[config.mk]
export PLATFORM = sky130hd
export DESIGN_NAME = one_wire_bus_master_unit_flat
export DESIGN_NICKNAME = d
export VERILOG_FILES = /design/src/rtl/owbm_pkg.sv /design/src/rtl/owbm_if.sv /design/src/rtl/owbm_front.sv /design/src/rtl/owbm_back.sv /design/src/rtl/one_wire_bus_master_unit.sv /design/src/flat_wrapper.sv
export SDC_FILE = /design/constraint.sdc
export NUM_CORES = 1
export LEC_CHECK = 0
export BUFFER_PORTS_ARGS = -buffer_cell sky130_fd_sc_hd__buf_4
export CAP_MARGIN = 20
export CORE_ASPECT_RATIO = 1.5
export CORE_MARGIN = 2
export CORE_UTILIZATION = 31
export CTS_BUF_LIST = sky130_fd_sc_hd__clkbuf_4 sky130_fd_sc_hd__clkbuf_8
export DETAILED_ROUTE_END_ITERATION = 7
export PLACE_DENSITY = 0.44
export SETUP_SLACK_MARGIN = 0.02
export SLEW_MARGIN = 20
export SYNTH_ARGS = -nofsm -noshare
export SYNTH_HDL_FRONTEND = slang
export SYNTH_HIERARCHICAL = 1
export SYNTH_SLANG_ARGS = --single-unit
[constraint.sdc]
create_clock -name i_clk -period 7.2 [get_ports i_clk]
set_input_delay 0.72 -clock i_clk [delete_from_list [all_inputs] [get_ports i_clk]]
set_output_delay 0.72 -clock i_clk [all_outputs]
set_load 0.05 [all_outputs]
[src/rtl/owbm_pkg.sv]
package owbm_pkg;

    typedef enum logic [3:0] {
        PH_IDLE,
        PH_RST_LOW,
        PH_RST_WAIT,
        PH_RST_TAIL,
        PH_BIT_LOW,
        PH_BIT_REL,
        PH_RD_SAMPLE,
        PH_RD_TAIL
    } t_phase;

    typedef enum logic [1:0] {
        OP_TICK  = 2'd0,
        OP_RESET = 2'd1,
        OP_WRITE = 2'd2,
        OP_READ  = 2'd3
    } t_op;

    localparam int CFG_IDX_W = 3;
    localparam int CFG_COUNT = 6;

    localparam logic [CFG_IDX_W-1:0] CFG_RESET_LOW    = 3'd0;
    localparam logic [CFG_IDX_W-1:0] CFG_PRESENCE_WAIT = 3'd1;
    localparam logic [CFG_IDX_W-1:0] CFG_RESET_TAIL   = 3'd2;
    localparam logic [CFG_IDX_W-1:0] CFG_WRITE_SLOT   = 3'd3;
    localparam logic [CFG_IDX_W-1:0] CFG_SHORT_LOW    = 3'd4;
    localparam logic [CFG_IDX_W-1:0] CFG_READ_TAIL    = 3'd5;

    localparam logic [7:0] CFG_RESET_VAL [CFG_COUNT] = '{
        8'd88, 8'd10, 8'd78, 8'd10, 8'd1, 8'd7
    };

    localparam logic [2:0] BIT_LAST = 3'd7;

    localparam int QUEUE_DEPTH_DEF = 2;

    typedef struct packed {
        logic       start;
        t_op        op;
        logic [7:0] data_byte;
        logic       line_level;
    } t_cmd_word;

    typedef struct packed {
        logic       drive_low;
        logic       busy_res;
        logic       done_res;
        logic       presence;
        logic [7:0] read_data;
    } t_res_word;

    // phase length minus one, zero counting as one
    function automatic logic [7:0] f_count(input logic [7:0] v);
        f_count = (v == 8'd0) ? 8'd0 : v - 8'd1;
    endfunction

endpackage

[src/rtl/owbm_if.sv]
interface owbm_in_if import owbm_pkg::*; ();
    logic       valid;
    logic       ready;
    logic [1:0] mode;
    logic [7:0] data_byte;
    logic       line_level;

    modport source (output valid, output mode, output data_byte, output line_level,
                    input ready);
    modport sink   (input valid, input mode, input data_byte, input line_level,
                    output ready);
endinterface

interface owbm_out_if import owbm_pkg::*; ();
    logic       valid;
    logic       ready;
    logic       drive_low;
    logic       busy_res;
    logic       done_res;
    logic       presence;
    logic [7:0] read_data;

    modport source (output valid, output drive_low, output busy_res, output done_res,
                    output presence, output read_data, input ready);
    modport sink   (input valid, input drive_low, input busy_res, input done_res,
                    input presence, input read_data, output ready);
endinterface

interface owbm_cfg_if import owbm_pkg::*; ();
    logic                 valid;
    logic                 ready;
    logic [CFG_IDX_W-1:0] index;
    logic [7:0]           data;

    modport source (output valid, output index, output data, input ready);
    modport sink   (input valid, input index, input data, output ready);
endinterface

[src/rtl/owbm_front.sv]
module owbm_front import owbm_pkg::*; #(
    parameter int QUEUE_DEPTH = QUEUE_DEPTH_DEF
) (
    input  logic          i_clk,
    input  logic          i_rst_n,
    owbm_in_if.sink       i_in,
    output logic          o_q_valid,
    output t_cmd_word     o_q_word,
    input  logic          i_q_pop
);

    localparam int PW = (QUEUE_DEPTH > 1) ? $clog2(QUEUE_DEPTH) : 1;
    localparam int CW = $clog2(QUEUE_DEPTH + 1);

    t_cmd_word       r_mem [QUEUE_DEPTH];
    logic [PW-1:0]   r_wr;
    logic [PW-1:0]   r_rd;
    logic [CW-1:0]   r_count;
    t_cmd_word       w_word;
    logic            w_push;

    assign i_in.ready = (r_count != CW'(QUEUE_DEPTH));
    assign w_push     = i_in.valid && i_in.ready;
    assign o_q_valid  = (r_count != '0);
    assign o_q_word   = r_mem[r_rd];

    always_comb begin
        w_word.start      = (t_op'(i_in.mode) != OP_TICK);
        w_word.op         = t_op'(i_in.mode);
        w_word.data_byte  = i_in.data_byte;
        w_word.line_level = i_in.line_level;
    end

    always_ff @(posedge i_clk) begin
        if (w_push) begin
            r_mem[r_wr] <= w_word;
        end
    end

    always_ff @(posedge i_clk) begin
        if (!i_rst_n) begin
            r_wr    <= '0;
            r_rd    <= '0;
            r_count <= '0;
        end else begin
            if (w_push) begin
                r_wr <= (r_wr == PW'(QUEUE_DEPTH - 1)) ? '0 : r_wr + PW'(1);
            end
            if (i_q_pop) begin
                r_rd <= (r_rd == PW'(QUEUE_DEPTH - 1)) ? '0 : r_rd + PW'(1);
            end
            if (w_push && !i_q_pop) begin
                r_count <= r_count + CW'(1);
            end else if (!w_push && i_q_pop) begin
                r_count <= r_count - CW'(1);
            end
        end
    end

endmodule

[src/rtl/owbm_back.sv]
module owbm_back import owbm_pkg::*; (
    input  logic      i_clk,
    input  logic      i_rst_n,
    input  logic      i_q_valid,
    input  t_cmd_word i_q_word,
    output logic      o_q_pop,
    owbm_cfg_if.sink  i_cfg,
    owbm_out_if.source o_out
);

    logic [7:0] r_cfg [CFG_COUNT];
    t_phase     r_phase, n_phase;
    logic [7:0] r_tick, n_tick;
    logic [2:0] r_bit, n_bit;
    logic [7:0] r_shift, n_shift;
    logic       r_pres, n_pres;
    t_op        r_op, n_op;
    logic [7:0] r_latch, n_latch;
    logic       r_out_valid;
    t_res_word  r_res, n_res;

    assign i_cfg.ready = 1'b1;
    assign o_q_pop     = i_q_valid && (!r_out_valid || o_out.ready);

    always_comb begin
        t_phase v_ph;
        logic   v_end;
        n_phase = r_phase;
        n_tick  = r_tick;
        n_bit   = r_bit;
        n_shift = r_shift;
        n_pres  = r_pres;
        n_op    = r_op;
        n_latch = r_latch;
        n_res   = '0;
        v_end   = 1'b0;

        if (r_phase == PH_IDLE && i_q_word.start) begin
            n_op  = i_q_word.op;
            n_bit = '0;
            if (i_q_word.op == OP_RESET) begin
                n_phase = PH_RST_LOW;
                n_tick  = f_count(r_cfg[CFG_RESET_LOW]);
            end else begin
                n_shift = (i_q_word.op == OP_WRITE) ? i_q_word.data_byte : 8'd0;
                n_phase = PH_BIT_LOW;
                n_tick  = (i_q_word.op == OP_WRITE && !n_shift[0])
                        ? f_count(r_cfg[CFG_WRITE_SLOT]) : f_count(r_cfg[CFG_SHORT_LOW]);
            end
        end

        v_ph = n_phase;
        if (v_ph != PH_IDLE) begin
            n_res.busy_res  = 1'b1;
            n_res.drive_low = (v_ph == PH_RST_LOW) || (v_ph == PH_BIT_LOW);
            if (v_ph == PH_RD_SAMPLE) begin
                n_shift = {i_q_word.line_level, n_shift[7:1]};
            end
            if (v_ph == PH_RST_WAIT && n_tick == 8'd0) begin
                n_pres = !i_q_word.line_level;
            end

            if (n_tick != 8'd0) begin
                n_tick = n_tick - 8'd1;
            end else begin
                unique case (v_ph)
                    PH_RST_LOW: begin
                        n_phase = PH_RST_WAIT;
                        n_tick  = f_count(r_cfg[CFG_PRESENCE_WAIT]);
                    end
                    PH_RST_WAIT: begin
                        if (r_cfg[CFG_RESET_TAIL] == 8'd0) begin
                            n_phase        = PH_IDLE;
                            n_op           = OP_TICK;
                            n_bit          = '0;
                            n_tick         = '0;
                            n_res.done_res = 1'b1;
                        end else begin
                            n_phase = PH_RST_TAIL;
                            n_tick  = f_count(r_cfg[CFG_RESET_TAIL]);
                        end
                    end
                    PH_BIT_LOW: begin
                        if (n_op == OP_WRITE) begin
                            n_phase = PH_BIT_REL;
                            n_tick  = n_shift[0] ? f_count(r_cfg[CFG_WRITE_SLOT]) : 8'd0;
                        end else begin
                            n_phase = PH_RD_SAMPLE;
                            n_tick  = 8'd0;
                        end
                    end
                    PH_BIT_REL: begin
                        n_shift = {1'b0, n_shift[7:1]};
                        v_end   = 1'b1;
                    end
                    PH_RD_SAMPLE: begin
                        if (r_cfg[CFG_READ_TAIL] == 8'd0) begin
                            v_end = 1'b1;
                        end else begin
                            n_phase = PH_RD_TAIL;
                            n_tick  = f_count(r_cfg[CFG_READ_TAIL]);
                        end
                    end
                    PH_RD_TAIL: begin
                        v_end = 1'b1;
                    end
                    default: begin
                        n_phase        = PH_IDLE;
                        n_op           = OP_TICK;
                        n_bit          = '0;
                        n_tick         = '0;
                        n_res.done_res = 1'b1;
                    end
                endcase
            end

            if (v_end) begin
                if (n_bit == BIT_LAST) begin
                    if (n_op == OP_READ) begin
                        n_latch = n_shift;
                    end
                    n_phase        = PH_IDLE;
                    n_op           = OP_TICK;
                    n_bit          = '0;
                    n_tick         = '0;
                    n_res.done_res = 1'b1;
                end else begin
                    n_bit   = n_bit + 3'd1;
                    n_phase = PH_BIT_LOW;
                    n_tick  = (n_op == OP_WRITE && !n_shift[0])
                            ? f_count(r_cfg[CFG_WRITE_SLOT]) : f_count(r_cfg[CFG_SHORT_LOW]);
                end
            end
        end

        n_res.presence  = n_pres;
        n_res.read_data = n_latch;
    end

    always_ff @(posedge i_clk) begin
        if (!i_rst_n) begin
            for (int i = 0; i < CFG_COUNT; i++) begin
                r_cfg[i] <= CFG_RESET_VAL[i];
            end
        end else if (i_cfg.valid && i_cfg.index < CFG_IDX_W'(CFG_COUNT)) begin
            r_cfg[i_cfg.index] <= i_cfg.data;
        end
    end

    always_ff @(posedge i_clk) begin
        if (!i_rst_n) begin
            r_phase     <= PH_IDLE;
            r_tick      <= '0;
            r_bit       <= '0;
            r_shift     <= '0;
            r_pres      <= 1'b0;
            r_op        <= OP_TICK;
            r_latch     <= '0;
            r_out_valid <= 1'b0;
        end else begin
            if (o_q_pop) begin
                r_phase     <= n_phase;
                r_tick      <= n_tick;
                r_bit       <= n_bit;
                r_shift     <= n_shift;
                r_pres      <= n_pres;
                r_op        <= n_op;
                r_latch     <= n_latch;
                r_out_valid <= 1'b1;
            end else if (o_out.ready) begin
                r_out_valid <= 1'b0;
            end
        end
    end

    always_ff @(posedge i_clk) begin
        if (o_q_pop) begin
            r_res <= n_res;
        end
    end

    assign o_out.valid     = r_out_valid;
    assign o_out.drive_low = r_res.drive_low;
    assign o_out.busy_res  = r_res.busy_res;
    assign o_out.done_res  = r_res.done_res;
    assign o_out.presence  = r_res.presence;
    assign o_out.read_data = r_res.read_data;

endmodule

[src/rtl/one_wire_bus_master_unit.sv]
// One-wire bus master timing engine. Each input word is one timing tick that may also
// start a reset, a write byte or a read byte while the engine is idle; every word gives
// exactly one result word with the line drive, busy, done, presence and last read byte.
// One word is taken every clock when the output side keeps up. A word is written into
// the input queue and is then stepped from it into the output register, which offers
// its result word until it is taken. The queue (QUEUE_DEPTH words) absorbs output
// stalls. Timing registers are to be written through the configuration channel only
// while the engine is idle; the block itself does not enforce this.
module one_wire_bus_master_unit import owbm_pkg::*; #(
    parameter int QUEUE_DEPTH = QUEUE_DEPTH_DEF
) (
    input  logic       i_clk,
    input  logic       i_rst_n,
    owbm_in_if.sink    i_in,
    owbm_out_if.source o_out,
    owbm_cfg_if.sink   i_cfg
);

    logic      w_q_valid;
    t_cmd_word w_q_word;
    logic      w_q_pop;

    owbm_front #(
        .QUEUE_DEPTH (QUEUE_DEPTH)
    ) u_front (
        .i_clk     (i_clk),
        .i_rst_n   (i_rst_n),
        .i_in      (i_in),
        .o_q_valid (w_q_valid),
        .o_q_word  (w_q_word),
        .i_q_pop   (w_q_pop)
    );

    owbm_back u_back (
        .i_clk     (i_clk),
        .i_rst_n   (i_rst_n),
        .i_q_valid (w_q_valid),
        .i_q_word  (w_q_word),
        .o_q_pop   (w_q_pop),
        .i_cfg     (i_cfg),
        .o_out     (o_out)
    );

endmodule
[src/flat_wrapper.sv]
// flat-port wrapper written by rule: the top's interface ports become plain ports
module one_wire_bus_master_unit_flat import owbm_pkg::*;
#(
    parameter int QUEUE_DEPTH = QUEUE_DEPTH_DEF
)
  (i_clk, i_rst_n, i_in_valid, i_in_mode, i_in_data_byte, i_in_line_level, i_in_ready, o_out_valid, o_out_drive_low, o_out_busy_res, o_out_done_res, o_out_presence, o_out_read_data, o_out_ready, i_cfg_valid, i_cfg_index, i_cfg_data, i_cfg_ready);
  owbm_in_if i_in_i ();
  owbm_out_if o_out_i ();
  owbm_cfg_if i_cfg_i ();
  input  logic i_clk;
  input  logic i_rst_n;
  input wire logic [$bits(i_in_i.valid)-1:0] i_in_valid;
  input wire logic [$bits(i_in_i.mode)-1:0] i_in_mode;
  input wire logic [$bits(i_in_i.data_byte)-1:0] i_in_data_byte;
  input wire logic [$bits(i_in_i.line_level)-1:0] i_in_line_level;
  output wire logic [$bits(i_in_i.ready)-1:0] i_in_ready;
  output wire logic [$bits(o_out_i.valid)-1:0] o_out_valid;
  output wire logic [$bits(o_out_i.drive_low)-1:0] o_out_drive_low;
  output wire logic [$bits(o_out_i.busy_res)-1:0] o_out_busy_res;
  output wire logic [$bits(o_out_i.done_res)-1:0] o_out_done_res;
  output wire logic [$bits(o_out_i.presence)-1:0] o_out_presence;
  output wire logic [$bits(o_out_i.read_data)-1:0] o_out_read_data;
  input wire logic [$bits(o_out_i.ready)-1:0] o_out_ready;
  input wire logic [$bits(i_cfg_i.valid)-1:0] i_cfg_valid;
  input wire logic [$bits(i_cfg_i.index)-1:0] i_cfg_index;
  input wire logic [$bits(i_cfg_i.data)-1:0] i_cfg_data;
  output wire logic [$bits(i_cfg_i.ready)-1:0] i_cfg_ready;
  assign i_in_i.valid = i_in_valid;
  assign i_in_i.mode = i_in_mode;
  assign i_in_i.data_byte = i_in_data_byte;
  assign i_in_i.line_level = i_in_line_level;
  assign i_in_ready = i_in_i.ready;
  assign o_out_valid = o_out_i.valid;
  assign o_out_drive_low = o_out_i.drive_low;
  assign o_out_busy_res = o_out_i.busy_res;
  assign o_out_done_res = o_out_i.done_res;
  assign o_out_presence = o_out_i.presence;
  assign o_out_read_data = o_out_i.read_data;
  assign o_out_i.ready = o_out_ready;
  assign i_cfg_i.valid = i_cfg_valid;
  assign i_cfg_i.index = i_cfg_index;
  assign i_cfg_i.data = i_cfg_data;
  assign i_cfg_ready = i_cfg_i.ready;
  one_wire_bus_master_unit #(.QUEUE_DEPTH(QUEUE_DEPTH)) u_core (.i_clk(i_clk), .i_rst_n(i_rst_n), .i_in(i_in_i), .o_out(o_out_i), .i_cfg(i_cfg_i));
endmodule
==> results.cfg, run 1 <==
[synthesis]
postSynth.asyncResetShare_pct = 0
syn_area_um2 = 7302
synth_cell_type_count = 87
yosysMostFrequentCell = edfxtp_1
syn_nets = 765
synth_seq_cells = 124
synth_area_leaders = edfxtp_1 35%, dfxtp_1 11%, mux2_2 3.5%
synth_edf_count = 84
synth.avg_cell_area_um2 = 10.09
yosysTopAreaCellShare_pct = 34.54
ys_warn_count = 6
synth_cells = 724
synth_common_cells = 84 x edfxtp_1, 57 x nor2_1, 42 x nand2_1
ys.flop_type = edfxtp_1
synth_top_area_cell = edfxtp_1
yosysSeqAreaShare_pct = 45.51

[cts]
cts_resized = 0
cts_hold_buf = 0
cts_buffers = 17
clockBufferDepth = 2
clockRootBuffer = clkbuf_8
post_cts_buffers = 0
clkTransAtPathRegs_ns = 0.07
cts_tree = done
htreeDepth = 4
clock_latency_ns = 0.45
clock_sinks = 124

[sta]
max_freq_mhz = 166.2
finalSetupViolCount = 0
finalCriticalPeriod_ns = 6.018
min_period_over_period_pct = 83.59
finalClockSkew_ns = 0.01540
grt_setup_unrepaired = false
slew_headroom_pct = 26.96
maxSlewViolCount = 0
worst_slew_pin_slew_ns = 1.084
hold_viol_final = 0
fin_tns_setup_ns = 0
setup_slack_ns = 1.182

[critical_path]
critPathRequiredTime_ns = 7.54
path_class = reg2reg
cp.arrival_ns = 6.36
path_cells = mux2_2 > or3b_2 > or3_1 > a31o_2 > ha_1 > nor3b_1 > a41o_1 > nand3_1 > nor3_2 > a21oi_1 > and2_1 > ha_1 > ha_1 > a31o_2 > nand2_1 > nor4_1 > o21ai_0 > a32oi_1 > nor2b_1
rr_endpoint = u_core/u_back/r_op[0]
reg2reg_depth = 19
path_common_cell = ha_1
slowest_stage = dfxtp_1
crit_fanout = 12
endpoint_kind = flip-flop
critPathMaxStageDelay_ns = 0.67
cp_top_family = simple AND/OR/NAND/NOR gates
r2r_slack_ns = 1.18
startpoint_type = flip-flop
cp_num_cells = 19
critPathBufInv = 0

[cells_and_area]
area_growth_pct = 13.64
diodes = 0
drive_gt1_share_pct = 18.01
fin_nets = 800

[placed_design]
hpwl_um = 17580
io_buffers = 40
pre_cts_ws_ns = 1.031
gp_congestion = 0.8910

[drt]
wirelength_um = 22700
via_per_inst = 5.409
first_pass_iters = 4
drtIter0Drc = 283
drcViolationCount = 0
ant_nets = 0
num_vias = 5880
routedWlPerCell_um = 20.88

[grt]
grt_pass1_vias = 6000
grt_pass1_wl_um = 34700
grt_usage_pct = 19.08
grt_overflow = 0
antenna_found_initial = 0
grt_max_degree = 48

[worst_hold_path]
holdPathEnd = u_core/u_front/r_mem[0][5]
holdPathStages = 1
hold_path.class = in2reg
hp-start = i_in_data_byte[4]

[floorplan]
start_util_pct = 31.67
die_h_um = 192.0
core_um2 = 23060
die_w_um = 129.3
dieArea_um2 = 24820
rows = 68
pin_count = 42

[run]
maxCapViolCount = 0

[pwr]
total_power_w = 0.002942
irDropWorstVdd_v = 0.0001261
power_per_cell_area_nw_per_um2 = 354.5
leakagePower_nw = 2.898

[run_status]
run_status = finished clean
per-layer routing:
metal | GRT usage (%) | up-vias | routed length, µm
met5 | 0 | - | 0
met4 | 11.12 | 0 | 1251
met3 | 3.231 | 53 | 738
met2 | 36.70 | 160 | 12480
met1 | 18.74 | 2855 | 8227
li1 | - | 2812 | -
flip-flops by register name, summed over array words and instances, names as in the netlist, named ones only:
signal                         count
u_core/u_back/r_cfg               48
u_core/u_front/r_mem              24
u_core/u_back/o_out.read_data      8
u_core/u_back/r_latch              8
u_core/u_back/r_shift              8
u_core/u_back/r_tick               8
u_core/u_back/r_phase              4
u_core/u_back/r_bit                3
u_core/u_back/r_op                 2
u_core/u_front/r_count             2
u_core/u_back/o_out.busy_res       1
u_core/u_back/o_out.done_res       1
u_core/u_back/o_out.drive_low      1
u_core/u_back/o_out.presence       1
u_core/u_back/o_out.valid          1
u_core/u_back/r_pres               1
u_core/u_front/r_rd                1
u_core/u_front/r_wr                1
where the power goes:
part	internal, W	switching, W	leakage (nW)	total (W)
Sequential	0.000898	0.000107	1.14	0.00100
Combinational	0.000441	0.000897	1.56	0.00134
Clock	0.000321	0.000278	0.199	0.000599
Total	0.00166	0.00128	2.90	0.00294
worst max-delay path by stage:
stage,start,endpoint,slack [ns]
final,flip-flop,u_core/u_back/r_op[0],1.18
after global routing,flip-flop,u_core/u_back/r_op[0],0.77
after CTS,flip-flop,u_core/u_back/o_out.read_data[0],0.98
after detailed placement,flip-flop,u_core/u_back/o_out.read_data[0],1.03
after global placement,flip-flop,u_core/u_back/o_out.read_data[1],1.21
after floorplan,flip-flop,u_core/u_back/o_out.read_data[0],2.14
cells by family (layout without fill, tap and decap cells):
| kind of cell | Yosys count | after routing | share of synthesized area (%) |
|---|---|---|---|
| multiplexers | 43 | 43 | 6.357 |
| adder cells (fa/ha/maj) | 14 | 14 | 2.399 |
| AO/OA/AOI/OAI | 180 | 180 | 17.05 |
| other | 1 | 1 | 0.05136 |
| buffers and inverters | 58 | 106 | 3.307 |
| flip-flops | 124 | 124 | 45.51 |
| AND/OR/NAND/NOR | 280 | 280 | 22.45 |
| XOR/XNOR | 24 | 24 | 2.879 |
layout make-up:
class | instances | area, µm²
clock buffer | 21 | 264.0
tap | 315 | 394.1
fill | 2279 | 14760
timing repair buffer | 44 | 330.3
multi-input combinational | 542 | 3752
inverter | 30 | 112.6
clock inverter | 11 | 121.4
sequential | 124 | 3323
metrics by stage:
step | utilization, % | hold slack (ns) | instance area, µm² | instances
final | 35.99 | 0.4490 | 8298 | 1087
after global routing | 35.99 | 0.4088 | 8298 | 1087
after CTS | 35.95 | 0.3857 | 8289 | 1087
after detailed placement | 34.28 | 0.4520 | 7904 | 1055
after global placement | 34.28 | 0.4572 | 7904 | 1055
after floorplan | - | 0.4231 | 7302 | 724
worst register-to-register path, delay by kind of cell, from the launching register on:
kind	cells	cell delay [ns]
and+or+nand+nor	9	2.41
adders and majority gates	3	0.67
DFF	1	0.67
AOI/OAI and AO/OA	6	1.69
muxes	1	0.49
cell usage in the layout (no fill, tap or decap), drive strengths merged, types with 13 or more instances in the layout:
| cell | synthesis | routed |
|---|---|---|
| mux2 | 24 | 24 |
| nand2b | 13 | 13 |
| nor3 | 27 | 27 |
| edfxtp | 84 | 84 |
| clkbuf | 18 | 21 |
| o21ai | 38 | 38 |
| buf | 10 | 44 |
| inv | 29 | 29 |
| nand2 | 44 | 44 |
| nor2 | 58 | 58 |
| nand3 | 15 | 15 |
| ha | 14 | 14 |
| mux2i | 19 | 19 |
| xnor2 | 16 | 16 |
| dfxtp | 40 | 40 |
| and2 | 29 | 29 |
| nor4 | 14 | 14 |
| a21oi | 39 | 39 |
Note: power is estimated with default switching activity, not from simulation.
==> run 2, diff against run 1 <==
--- a/config.mk
+++ b/config.mk
@@ -12,7 +12,7 @@
 export CORE_UTILIZATION = 31
 export CTS_BUF_LIST = sky130_fd_sc_hd__clkbuf_4 sky130_fd_sc_hd__clkbuf_8
 export DETAILED_ROUTE_END_ITERATION = 7
-export PLACE_DENSITY = 0.44
+export PLACE_DENSITY = 0.46
 export SETUP_SLACK_MARGIN = 0.02
 export SLEW_MARGIN = 20
 export SYNTH_ARGS = -nofsm -noshare
==> constraint.sdc (replaced) <==
create_clock -name i_clk -period 5.4 [get_ports i_clk]
set_input_delay 0.54 -clock i_clk [delete_from_list [all_inputs] [get_ports i_clk]]
set_output_delay 0.54 -clock i_clk [all_outputs]
set_load 0.05 [all_outputs]
==> run 2 against run 1 <==
Compared with the run above:
- wire length decreased by 4.5%
- cell area increased by 1.8%
- sequential share of layout area decreased by 0.69 points
- combinational power increased by 37%
- via count increased by 0.37%
- critical path type unchanged
- critical endpoint unchanged
- register-to-register slack got worse by 0.80 ns
==> results.cfg, run 2 (same netlist as run 1, synthesis figures left out) <==
[placed_design]
pre_cts_ws_ns = 0.3325
io_buffers = 40
place_area_um2 = 7994
gp_congestion = 0.8799
hpwl_um = 16700
placedCellCount = 1067

[critical_path]
r2r_slack_ns = 0.38
endpoint_kind = flip-flop
critPathRequiredTime_ns = 5.72
startpoint_type = flip-flop
cp.arrival_ns = 5.34
crit_fanout = 9
path_class = reg2reg

[cts]
cts_resized = 0
cts_buffers = 17
clock_latency_ns = 0.44
clkTransAtPathRegs_ns = 0.08
clock_sinks = 124
clockBufferDepth = 2
cts_hold_buf = 0
post_cts_buffers = 0
clockRootBuffer = clkbuf_8
htreeDepth = 4
cts_tree = done

[sta]
grt_setup_unrepaired = false
min_period_over_period_pct = 92.91
finalCriticalPeriod_ns = 5.017
max_freq_mhz = 199.3
finalClockSkew_ns = 0.01337
maxSlewViolCount = 0
fin_tns_setup_ns = 0
worst_slew_pin_slew_ns = 1.004
hold_viol_final = 0
setup_slack_ns = 0.3830
slew_headroom_pct = 32.50
finalSetupViolCount = 0

[cells_and_area]
layout_common_cells = 84 x edfxtp_1, 57 x nor2_1, 56 x buf_4
top_register = u_core/u_back/r_cfg
drive_gt1_share_pct = 19.52
fillCellCount = 2325
area_growth_pct = 15.64
reg_top3 = u_core/u_back/r_cfg: 48 flops, u_core/u_front/r_mem: 24 flops
diodes = 0
final_common_cell = edfxtp_1
post_layout_nonfiller_instances = 1099
fin_nets = 812
largest_register_ffs = 48
final_cell_area_um2 = 8444

[floorplan]
die_w_um = 129.3
start_util_pct = 31.67
core_um2 = 23060
pin_count = 42
dieArea_um2 = 24820
die_h_um = 192.0
rows = 68

[pwr]
power_per_cell_area_nw_per_um2 = 479.9
irDropWorstVdd_v = 0.0001846
p_switching_w = 0.001706
leakagePower_nw = 2.976
comb_power_share_pct = 45.2
swShare_pct = 42.10
power.internal_w = 0.002346
pwr-share-clk_pct = 22.8
p_seq_share_pct = 31.9

[drt]
drtIter0Drc = 413
first_pass_iters = 4
routedWlPerCell_um = 19.72
drcViolationCount = 0
met3WireLength_um = 632
ant_nets = 0
wl_met2_um = 11930
via_per_inst = 5.370
wirelength_um = 21680
wl_met1_um = 8114
top_layer = met4
num_vias = 5902

[grt]
grt_max_degree = 48
grt_pass1_wl_um = 33290
grt_overflow = 0
antenna_found_initial = 0
grt_usage_pct = 17.88
grt_pass1_vias = 5967

[run]
maxCapViolCount = 0

[worst_hold_path]
hold_path.class = in2reg

[run_status]
run_status = finished clean
-- run 2: cell types whose count changed in the layout (fill, tap and decap cells not counted), moves of 2 or more --
cell / previous run / this run
buf_4: 44 / 56
bufinv_16: 2 / 4
clkbuf_4: 4 / 0
clkbuf_8: 17 / 19
clkinv_4: 4 / 0
clkinvlp_4: 1 / 3
inv_6: 0 / 3
-- run 2: power by group through the flow --
stage / clock network (W) / registers (W) / logic, W
global placement: 0 / 0.00131 / 0.00180
global route: 0.000995 / 0.00132 / 0.00199
detailed placement: 0 / 0.00131 / 0.00182
finish: 0.000926 / 0.00129 / 0.00183
floorplan: 0 / 0.00141 / 0.00118
CTS: 0.000956 / 0.00129 / 0.00183
-- run 2: per-layer routing --
layer	vias to the layer above	GRT usage, %
met5	-	0
met4	0	9.323
met3	53	3.175
met2	138	34.19
met1	2875	18.08
li1	2836	-
-- run 2: critical path: stages (launching register included) --
cell,delay (ns)
dfxtp_1,0.43
mux2_2,0.45
or3b_2,0.55
or3_1,0.36
a31o_2,0.26
ha_1,0.23
nor3b_1,0.14
a41o_1,0.27
nand3_1,0.21
nor3_2,0.08
a21oi_2,0.25
and2_1,0.17
ha_1,0.14
ha_1,0.27
a31o_2,0.18
nand2_1,0.05
nor4_1,0.30
buf_4,0.19
o21ai_0,0.09
a32oi_1,0.20
nor2b_1,0.06
-- run 2: area by class of cell --
type                       count  area (µm²)  share of cell area [%]
tap                          315       394.1                   4.667
inverter                      30       112.6                   1.334
timing repair buffer          56       420.4                   4.979
clock buffer                  19       261.5                   3.097
clock inverter                13       185.2                   2.193
multi-input combinational    542        3747                   44.38
sequential                   124        3323                   39.35
-- run 2: worst paths after layout --
path                                               start                    endpoint  cells after the start
worst min-delay path                   i_in_data_byte[6]  u_core/u_front/r_mem[0][7]                      1
worst min register to register  u_core/u_back/r_shift[7]    u_core/u_back/r_shift[7]                      2
worst max register to register                 flip-flop       u_core/u_back/r_op[0]                     20
worst max-delay path                           flip-flop       u_core/u_back/r_op[0]                     20
-- run 2: through the flow --
stage | total power [W] | util (%) | hold slack (ns)
floorplan | 0.002588 | - | 0.4231
global placement | 0.003107 | 34.67 | 0.4512
detailed placement | 0.003135 | 34.67 | 0.4590
CTS | 0.004076 | 36.61 | 0.2444
global route | 0.004296 | 36.62 | 0.2469
finish | 0.004053 | 36.62 | 0.2785
==> run 3, diff against run 2 <==
--- a/config.mk
+++ b/config.mk
@@ -7,12 +7,14 @@
 export LEC_CHECK = 0
 export BUFFER_PORTS_ARGS = -buffer_cell sky130_fd_sc_hd__buf_4
 export CAP_MARGIN = 20
+export CELL_PAD_IN_SITES_DETAIL_PLACEMENT = 0
+export CELL_PAD_IN_SITES_GLOBAL_PLACEMENT = 2
 export CORE_ASPECT_RATIO = 1.5
 export CORE_MARGIN = 2
 export CORE_UTILIZATION = 31
 export CTS_BUF_LIST = sky130_fd_sc_hd__clkbuf_4 sky130_fd_sc_hd__clkbuf_8
 export DETAILED_ROUTE_END_ITERATION = 7
-export PLACE_DENSITY = 0.46
+export PLACE_DENSITY = 0.65
 export SETUP_SLACK_MARGIN = 0.02
 export SLEW_MARGIN = 20
 export SYNTH_ARGS = -nofsm -noshare
==> run 3 against run 2 <==
Compared with the run above:
- flip-flop and latch count did not move
- register-to-register slack barely moved
- cell area fell by 0.36%
- sequential power barely moved
- die area did not move
- non-clock buffer count rose by 5
- global-route usage rose by 1.4 points
- critical path depth fell by 2
- final cell count rose by 0.45%
- worst hold slack got worse by 0.012 ns
- highest routed layer unchanged
==> results.cfg, run 3 (same netlist as run 1, synthesis figures left out) <==
[grt]
grt_usage_pct = 19.29
grt_max_degree = 48
grt_use_met3_pct = 3.398
grt_pass1_vias = 6023
grt_pass1_wl_um = 35150
antenna_found_initial = 0
use_met1_pct = 19.03
use_met2_pct = 35.49
grt_overflow = 0
gr-max-usage-layer = met2

[cells_and_area]
reg_top3 = u_core/u_back/r_cfg: 48 flops, u_core/u_front/r_mem: 24 flops
top_register = u_core/u_back/r_cfg
post_layout_nonfiller_instances = 1104
area_growth_pct = 15.23
final_common_cell = edfxtp_1
drive_gt1_share_pct = 20.28
fin_nets = 817
diodes = 0
largest_register_ffs = 48
final_util_pct = 36.49
layout_common_cells = 84 x edfxtp_1, 61 x buf_4, 57 x nor2_1

[sta]
grt_setup_unrepaired = false
fin_tns_setup_ns = 0
setup_slack_ns = 0.3844
finalCriticalPeriod_ns = 5.016
whs_ns = 0.2668
worst_slew_pin_slew_ns = 1.095
maxSlewViolCount = 0
finalSetupViolCount = 0
slew_headroom_pct = 26.24
hold_viol_final = 0
finalClockSkew_ns = 0.01626
min_period_over_period_pct = 92.88
max_freq_mhz = 199.4

[critical_path]
crit_fanout = 13
endpoint_kind = flip-flop
path_class = reg2reg
reg2reg_depth = 18
startpoint_type = flip-flop
critPathRequiredTime_ns = 5.60
cp.arrival_ns = 5.22

[run]
maxCapViolCount = 0

[pwr]
pwr-share-clk_pct = 19.5
p_switching_w = 0.001755
p_seq_share_pct = 32.7
power_per_cell_area_nw_per_um2 = 473.4
leakagePower_nw = 2.977
power.internal_w = 0.002228
swShare_pct = 44.05
comb_power_share_pct = 47.7
irDropWorstVdd_v = 0.0001861

[cts]
clkTransAtPathRegs_ns = 0.08
htreeDepth = 4
clockRootBuffer = clkbuf_8
cts_buffers = 17
cts_tree = done
cts_hold_buf = 0
post_cts_buffers = 0
clockBufferDepth = 2
clock_latency_ns = 0.46
clock_sinks = 124

[placed_design]
io_buffers = 40
pre_cts_ws_ns = 0.2412
hpwl_um = 17610
placedCellCount = 1072
gp_congestion = 0.8951

[drt]
wirelength_um = 22760
via_per_inst = 5.328
num_vias = 5882
first_pass_iters = 5
drtIter0Drc = 258
drcViolationCount = 0
ant_nets = 0
routedWlPerCell_um = 20.62

[floorplan]
die_h_um = 192.0
die_w_um = 129.3
dieArea_um2 = 24820
core_um2 = 23060
pin_count = 42
rows = 68
start_util_pct = 31.67

[worst_hold_path]
hold_path.class = in2reg
holdPathStages = 1

[run_status]
run_status = finished clean
[run 3: changes by cell type in the layout (fill, tap and decap cells not counted), sizes merged]
cell and change:
bufinv -3, clkinvlp -2, inv +2, clkinv +3, buf +5
[run 3: power groups by stage]
stage	logic [W]	registers, W	clock network (W)
finish	0.00190	0.00130	0.000778
global route	0.00207	0.00132	0.000853
CTS	0.00189	0.00130	0.000811
detailed placement	0.00189	0.00132	0
global placement	0.00188	0.00132	0
floorplan	0.00118	0.00141	0
[run 3: layout make-up]
type | count | area [µm²]
clock inverter | 13 | 112.6
fill | 2299 | 14640
tap | 315 | 394.1
sequential | 124 | 3323
clock buffer | 19 | 255.2
multi-input combinational | 542 | 3759
inverter | 30 | 112.6
timing repair buffer | 61 | 457.9
[run 3: through the flow]
stage,cell area (µm²),power [W]
global route,8414,0.004243
floorplan,7302,0.002588
global placement,8031,0.003205
detailed placement,8031,0.003211
finish,8414,0.003983
CTS,8399,0.004007
[run 3: worst paths after layout]
path	start	to	slack, ns
setup / recovery	flip-flop	u_core/u_back/o_out.read_data[2]	0.38
hold / removal	i_in_data_byte[5]	u_core/u_front/r_mem[0][6]	0.27
setup reg to reg	flip-flop	u_core/u_back/o_out.read_data[2]	0.38
hold reg to reg	u_core/u_back/r_shift[7]	u_core/u_back/r_shift[7]	0.47
[run 3: critical path, stage by stage (launching register included)]
cell     delay, ns
dfxtp_1       0.40
buf_4         0.17
mux2_2        0.38
or3b_2        0.54
or3_1         0.37
a31o_2        0.25
ha_1          0.23
nor3b_1       0.14
a41o_1        0.27
nand3_2       0.16
nor3_2        0.07
a21oi_2       0.27
and2_1        0.18
ha_1          0.14
ha_1          0.27
nand4_1       0.16
nor4_2        0.17
buf_4         0.23
mux2_2        0.35
[run 3: repair_timing]
item	CTS	global route
endpoints found under the hold margin	0	0
gates resized for setup	0	3
endpoints found under the setup margin	0	7
[run 3: per-layer routing]
metal  vias up  part of all wire (%)
met4         0                   7.3
li1       2839                     -
met3        66                   3.2
met5         -                     0
met2       161                    53
met1      2816                    36
